File: src/rtl/scb_pkg.sv
// ----------------------------------------------------------------------------
// scb_pkg
// Shared types and constants for the sprite column texture blender.
// ----------------------------------------------------------------------------
package scb_pkg;

   localparam int TEX_DEPTH   = 65536;
   localparam int PAL_DEPTH   = 8192;
   localparam int FRAME_DEPTH = 65536;
   localparam int MAX_COUNT   = 1024;
   localparam int TRANS_DEPTH = 65536;

   localparam logic [7:0] SKIP_TEXEL = 8'd255;

   localparam logic [2:0] ACT_WR_TEX   = 3'd0;
   localparam logic [2:0] ACT_WR_PAL   = 3'd1;
   localparam logic [2:0] ACT_WR_TRANS = 3'd2;
   localparam logic [2:0] ACT_WR_FRAME = 3'd3;
   localparam logic [2:0] ACT_RD_FRAME = 3'd4;
   localparam logic [2:0] ACT_DRAW     = 3'd5;

   localparam logic [1:0] MODE_OPAQUE = 2'd0;
   localparam logic [1:0] MODE_MASKED = 2'd1;
   localparam logic [1:0] MODE_TRANS  = 2'd2;

   localparam logic [2:0] REG_PITCH   = 3'd0;
   localparam logic [2:0] REG_TEX_H   = 3'd1;
   localparam logic [2:0] REG_U_STEP  = 3'd2;
   localparam logic [2:0] REG_V_STEP  = 3'd3;
   localparam logic [2:0] REG_SHADE   = 3'd4;
   localparam logic [2:0] REG_REVERSE = 3'd5;

   typedef struct packed {
      logic [2:0]  action;
      logic [15:0] addr;
      logic [7:0]  data;
      logic [31:0] u_start;
      logic [31:0] v_start;
      logic [10:0] count;
      logic [15:0] tex_base;
      logic [15:0] dest_addr;
      logic [1:0]  draw_mode;
   } req_type;

   typedef struct packed {
      logic [7:0] read_data;
      logic       done_res;
   } rsp_type;

   typedef struct packed {
      logic [12:0] pitch;
      logic [12:0] tex_height;
      logic [31:0] u_step;
      logic [31:0] v_step;
      logic [12:0] shade_offset;
      logic        trans_reverse;
   } cfg_type;

endpackage

File: src/rtl/scb_cfg.sv
// ----------------------------------------------------------------------------
// scb_cfg
// Configuration register file.
// ----------------------------------------------------------------------------
module scb_cfg (
   input  logic              clock,
   input  logic              reset,
   input  logic              csr_wr_en,
   input  logic [2:0]        csr_index,
   input  logic [31:0]       csr_data,
   output scb_pkg::cfg_type  cfg
);

   scb_pkg::cfg_type cfg_ff;

   always_ff @(posedge clock) begin
      if (reset) begin
         cfg_ff.pitch         <= 13'd256;
         cfg_ff.tex_height    <= 13'd64;
         cfg_ff.u_step        <= 32'd0;
         cfg_ff.v_step        <= 32'd65536;
         cfg_ff.shade_offset  <= 13'd0;
         cfg_ff.trans_reverse <= 1'b0;
      end else if (csr_wr_en) begin
         case (csr_index)
            scb_pkg::REG_PITCH:   cfg_ff.pitch         <= csr_data[12:0];
            scb_pkg::REG_TEX_H:   cfg_ff.tex_height    <= csr_data[12:0];
            scb_pkg::REG_U_STEP:  cfg_ff.u_step        <= csr_data;
            scb_pkg::REG_V_STEP:  cfg_ff.v_step        <= csr_data;
            scb_pkg::REG_SHADE:   cfg_ff.shade_offset  <= csr_data[12:0];
            scb_pkg::REG_REVERSE: cfg_ff.trans_reverse <= csr_data[0];
            default: ;
         endcase
      end
   end

   assign cfg = cfg_ff;

endmodule

File: config.mk
export PLATFORM = sky130hd
export DESIGN_NAME = scb_cfg
export DESIGN_NICKNAME = d
export VERILOG_FILES = /design/src/rtl/scb_pkg.sv /design/src/rtl/scb_cfg.sv
export SDC_FILE = /design/constraint.sdc
export NUM_CORES = 1
export LEC_CHECK = 0
export ABC_AREA = 1
export BUFFER_PORTS_ARGS = -buffer_cell sky130_fd_sc_hd__buf_2
export CORE_MARGIN = 10
export CORE_UTILIZATION = 45
export DETAILED_ROUTE_END_ITERATION = 8
export PLACE_DENSITY = 0.72
export SLEW_MARGIN = 5
export SYNTH_ARGS = -nofsm -noshare
export SYNTH_HDL_FRONTEND = slang
export SYNTH_SLANG_ARGS = --single-unit
export TNS_END_PERCENT = 5
File: constraint.sdc
create_clock -name clock -period 1.65 [get_ports clock]
set_input_delay 0.0825 -clock clock [delete_from_list [all_inputs] [get_ports clock]]
set_output_delay 0.0825 -clock clock [all_outputs]
set_load 0.005 [all_outputs]
==> results_dict.tcl, run 1 <==
set metrics [dict create \
    wl_per_cell_um 14.8 \
    track_usage 0.175 \
    grt_pass1_vias 4074 \
    crit_buf_inv 1 \
    ir_drop_uv 396 \
    ys_warn_count 0 \
    drt-initial-drc-count 298 \
    combPwrFrac 0.131 \
    post-route-period-util 0.579 \
    cts_tree "built" \
    path_class "reg2out" \
    start_util 0.467 \
    clock_sinks 104 \
    fin_crit_ns 0.956 \
    io_buffer_count 141 \
    post-route-drc-count 0 \
    skew_ns 0 \
    cts_root_buf "clkbuf_8" \
    synth_most_common_cell "nor2_1" \
    yosysSeqAreaShare 0.478 \
    largest_reg_flops 104 \
    post-cts-setup-buffers 0 \
    ys_ff_latch 104 \
    relSlewSlack 0.629 \
    utilization 0.563 \
    postRouteAntennaNets 0 \
    async_flop_share 0 \
    drive_gt1_frac 0.247 \
    rsz0062_at_grt "false" \
    grt_pass1_wl_mm 20.4 \
    setup_violations 0 \
    dp_slack_ns 0.475 \
    slowest_delay_ns 0.38 \
    worstSkewPairLatency_ns 0.36 \
    drt-total-wl_mm 12.9 \
    ios 142 \
    fillers 926 \
    coreArea_mm2 0.00933 \
    power.internal_mw 3.38 \
    grt_max_degree 48 \
    clock.fmax_mhz 1050 \
    cts_resized 0 \
    setup-tns-final_ns 0 \
    cts_buffer_depth 2 \
    antenna_found_initial 0 \
    required_ns 1.57 \
    cts_buffers 9 \
    gr-total-overflow 0 \
    p_clk_frac 0.303 \
    syn_avg_cell_area_um2 7.12 \
    diodes 0 \
    crit_arrival_ns 0.87 \
    synthDistinctLibCells 18 \
    synth.top_cells.by_area "dfxtp_1 (48%), nor2_1 (17%), nand3_1 (12%)" \
    power.switching_mw 1.29 \
    htree_levels 3 \
    place.gp.congestion 0.834 \
    fp.dieW_um 118 \
    cap_violations 0 \
    tightest_slew_ns 0.555 \
    syn_nets 650 \
    leakage_nw 2.66 \
    hp-class "in2reg" \
    path_cells "buf_2" \
    vias_per_cell 4.85 \
    crit_fanout 2 \
    synth_top_flop_cell "dfxtp_1" \
    status "complete, no violations" \
    areaGrowthSynthToFinish_pct 20.6 \
    powerDensity_mw_per_mm2 888 \
    netSwitchingFraction 0.276 \
    cp-end-kind "output port" \
    die_h_um 118 \
    synthTopCellsByCount "nor2_1 (201), nand2_1 (110), dfxtp_1 (104), nand3_1 (103), inv_1 (34)" \
    clk_pin_slew_ns 0.10 \
    slowest_stage "dfxtp_1" \
    final_nets 777 \
    drt-pass1-iter-count 5 \
    synthCells 612 \
    hold_viol_final 0 \
    num_rows 35 \
    critPathLaunchType "flip-flop" \
    power.share.sequential 0.566 \
    fin_ws_ns 0.694 \
    vias 4237 \
    dieArea_mm2 0.0140 \
    final_max_slew_viol_count 0 \
    syn-cell-area_mm2 0.00436 \
    critical-path-top-delay-family "flip-flops" \
    yosys.area.top_type "dfxtp_1" \
    dp_hpwl_mm 9.46 \
    synth-edff-count 0 \
    synth_top_area_frac 0.478 \
]
through the flow:
| step | area [um^2] | hold WS [ns] | total power [mW] | instances |
|---|---|---|---|---|
| final | 5260 | 0.0446 | 4.67 | 873 |
| after CTS | 5260 | 0.0338 | 4.71 | 873 |
| after global routing | 5260 | 0.0629 | 4.88 | 873 |
| after global placement | 5060 | 0.299 | 3.30 | 854 |
| after detailed placement | 5060 | 0.303 | 3.31 | 854 |
| after floorplan | 4360 | 0.196 | 3.08 | 612 |
final cells by class:
cell class / count / area, um^2 / area share
sequential: 104 / 2080 / 0.396
multi-input combinational: 430 / 1830 / 0.348
timing repair buffer: 155 / 868 / 0.165
tap: 129 / 161 / 0.0307
inverter: 39 / 148 / 0.0281
clock buffer: 12 / 135 / 0.0257
clock inverter: 4 / 31.3 / 0.00595
power by group through the flow:
| stage | Combinational, mW | Clock, mW | Sequential, mW |
|---|---|---|---|
| 3_3_place_gp | 0.599 | 0 | 2.70 |
| 4_1_cts | 0.615 | 1.45 | 2.64 |
| 3_5_place_dp | 0.609 | 0 | 2.70 |
| 2_1_floorplan | 0.373 | 0 | 2.71 |
| 6_report | 0.610 | 1.42 | 2.64 |
| 5_1_grt | 0.683 | 1.54 | 2.65 |
layout by cell type (no fill, tap or decap):
| cell | count |
|---|---|
| nand3_1 | 103 |
| clkbuf_8 | 9 |
| nand2_4 | 2 |
| nor2_1 | 201 |
| buf_2 | 141 |
| clkinv_4 | 1 |
| nand3_2 | 1 |
| a21oi_1 | 1 |
| clkinvlp_4 | 3 |
| buf_4 | 7 |
| dlygate4sd3_1 | 3 |
| o21ai_0 | 1 |
| dfxtp_1 | 104 |
| nand2_1 | 110 |
| nor2_4 | 7 |
| clkbuf_1 | 3 |
| buf_12 | 4 |
| nand2_2 | 2 |
| nor2_2 | 2 |
| inv_1 | 34 |
| clkinv_2 | 1 |
| inv_2 | 4 |
repair_timing:
action,in CTS,in global routing
setup endpoints to repair,0,0
hold buffers,3,0
endpoints found under the hold margin,3,0
routing by layer:
metal	vias up	share of wire	routed length [um]	track usage
met1	1908	0.45	5770	0.214
met5	-	0	0	0
li1	2139	-	-	-
met2	178	0.45	5770	0.283
met3	12	0.094	1220	0.0600
met4	0	0.014	182	0.0603
cell families after synthesis:
kind of cell           share of synthesized area
DFF                                        0.478
AOI/OAI and AO/OA                        0.00229
buffers and inverters                      0.102
and+or+nand+nor                            0.417
final timing paths:
path / from / to / slack, ns / depth (start not counted)
setup / recovery: cfg[13] / cfg[13] / 0.69 / 1
hold / removal: csr_data[13] / cfg[27] / 0.04 / 5
setup reg to reg: cfg[30] / cfg[30] / 1.05 / 2
hold reg to reg: cfg[17] / cfg[17] / 0.49 / 2
Note: power is estimated with default switching activity, not from simulation.
==> run 2: changes to the inputs <==
clock period = 1 ns   (was 1.65 ns; I/O delays follow)
==> run 2 against run 1 <==
  * Global-route usage up 0.20 points
  * First-iteration DRC count up 28%
  * Via count up 1.9%
  * Design area up 4.8%
  * Flip-flop and latch count unchanged
  * Final cell count up 0.69%
  * Clock-buffer cell count down 2
  * Clock skew unchanged
  * Highest routed layer unchanged
  * Core utilization up 2.7 points
  * Sequential power up 65%
  * Largest cell class unchanged
==> results_dict.tcl, run 2 (synthesis results as in run 1) <==
set metrics [dict create \
    crit_fanout 2 \
    clock.fmax_mhz 1050 \
    status "complete, no violations" \
    vias 4317 \
    cts_buffer_depth 2 \
    final_common_cell "nor2_1" \
    fin_crit_ns 0.950 \
    cp-end-kind "output port" \
    skew_ns 0 \
    coreArea_mm2 0.00933 \
    cp_num_cells 1 \
    path_class "reg2out" \
    finalInstanceArea_mm2 0.00551 \
    post-route-drc-count 0 \
    fillers 908 \
    cts_buffers 9 \
    fp.dieW_um 118 \
    slowest_stage "dfxtp_1" \
    rrSetupSlack_ns 0.37 \
    vias_per_cell 4.91 \
    clk_pin_slew_ns 0.10 \
    cts_tree "built" \
    io_buffer_count 141 \
    dieArea_mm2 0.0140 \
    hp-class "in2reg" \
    grt_pass1_vias 4074 \
    num_rows 35 \
    dp_hpwl_mm 9.46 \
    die_h_um 118 \
    worstSkewPairLatency_ns 0.36 \
    reg2reg_depth 2 \
    post-cts-setup-buffers 0 \
    drt-total-wl_mm 12.9 \
    setup-tns-final_ns 0 \
    htree_levels 3 \
    clock_sinks 104 \
    place.gp.congestion 0.851 \
    slowest_delay_ns 0.39 \
    layout_common_cells "nor2_1 (201), buf_2 (141), nand2_1 (110)" \
    post-route-period-util 0.950 \
    largest_reg_flops 104 \
    hold_viol_final 0 \
    antenna_found_initial 0 \
    reg2reg_to "cfg[13]" \
    relSlewSlack 0.770 \
    grt_pass1_wl_mm 20.8 \
    required_ns 0.95 \
    drt-initial-drc-count 382 \
    cts_root_buf "clkbuf_8" \
    tightest_slew_ns 0.344 \
    leakage_nw 2.77 \
    final_max_slew_viol_count 0 \
    critPathLaunch "cfg[3]" \
    gr-total-overflow 0 \
    postRouteAntennaNets 0 \
    rsz0062_at_grt "false" \
    crit_arrival_ns 0.90 \
    r2r-start "cfg[13]" \
    final_nets 783 \
    ios 142 \
    drive_gt1_frac 0.256 \
    cts_resized 0 \
    drt-pass1-iter-count 6 \
    endpoint "cfg[3]" \
    hold_buffers 4 \
    crit_buf_inv 1 \
    placed_area_mm2 0.00521 \
    diodes 0 \
    cap_violations 0 \
    critPathLaunchType "flip-flop" \
    grt_max_degree 58 \
    areaGrowthSynthToFinish_pct 26.4 \
    path_cells "buf_2" \
    critical-path-top-delay-family "flip-flops" \
    track_usage 0.177 \
    start_util 0.467 \
    powerDensity_mw_per_mm2 1580 \
    setup_violations 0 \
    wl_per_cell_um 14.7 \
    ir_drop_uv 723 \
]
-- run 2: cell types whose count changed in the layout (fill, tap and decap cells not counted), sizes merged --
| cell | previous run | this run |
|---|---|---|
| clkinvlp | 3 | 0 |
| bufinv | 0 | 3 |
| inv | 38 | 41 |
| dlygate4sd3 | 3 | 4 |
| buf | 152 | 157 |
| clkinv | 2 | 1 |
| clkbuf | 12 | 10 |
-- run 2: through the flow --
step                      std cells  setup WS, ns  power, mW  hold WS (ns)  utilization
after floorplan                 612         0.219       5.08         0.163            -
after detailed placement        859       0.00726       5.52         0.270        0.558
final                           879        0.0501       8.71        0.0128        0.590
after global routing            879        0.0294       9.10        0.0304        0.590
after CTS                       879        0.0629       8.78       0.00225        0.590
after global placement          859        0.0415       5.50         0.272        0.558
-- run 2: layout make-up --
cell class	count	area (um^2)	area share
flip-flops and latches	104	2080	0.378
multi-input cells	430	1830	0.332
repair buffers	161	1030	0.187
well taps	129	161	0.0293
inverters	39	148	0.0268
clock buffers	10	138	0.0250
clock inverters	6	121	0.0220
-- run 2: report_power, final --
group	total (mW)	internal, mW	switching [mW]
Sequential	4.36	4.28	0.0754
Clock	3.28	1.78	1.50
Combinational	1.07	0.432	0.638
-- run 2: per-layer routing --
| metal | track usage | part of all wire |
|---|---|---|
| met5 | 0 | 0 |
| met2 | 0.269 | 0.44 |
| met4 | 0.0557 | 0.017 |
| met3 | 0.0562 | 0.11 |
| met1 | 0.234 | 0.44 |
-- run 2: worst min-delay path by stage --
stage	start	endpoint	slack, ns	depth (start not counted)
final	csr_data[28]	cfg[74]	0.01	5
after global routing	csr_data[30]	cfg[44]	0.03	5
after CTS	csr_data[28]	cfg[74]	0.002	5
after detailed placement	csr_data[8]	cfg[99]	0.27	3
after global placement	csr_data[8]	cfg[99]	0.27	3
after floorplan	csr_data[6]	cfg[84]	0.16	2
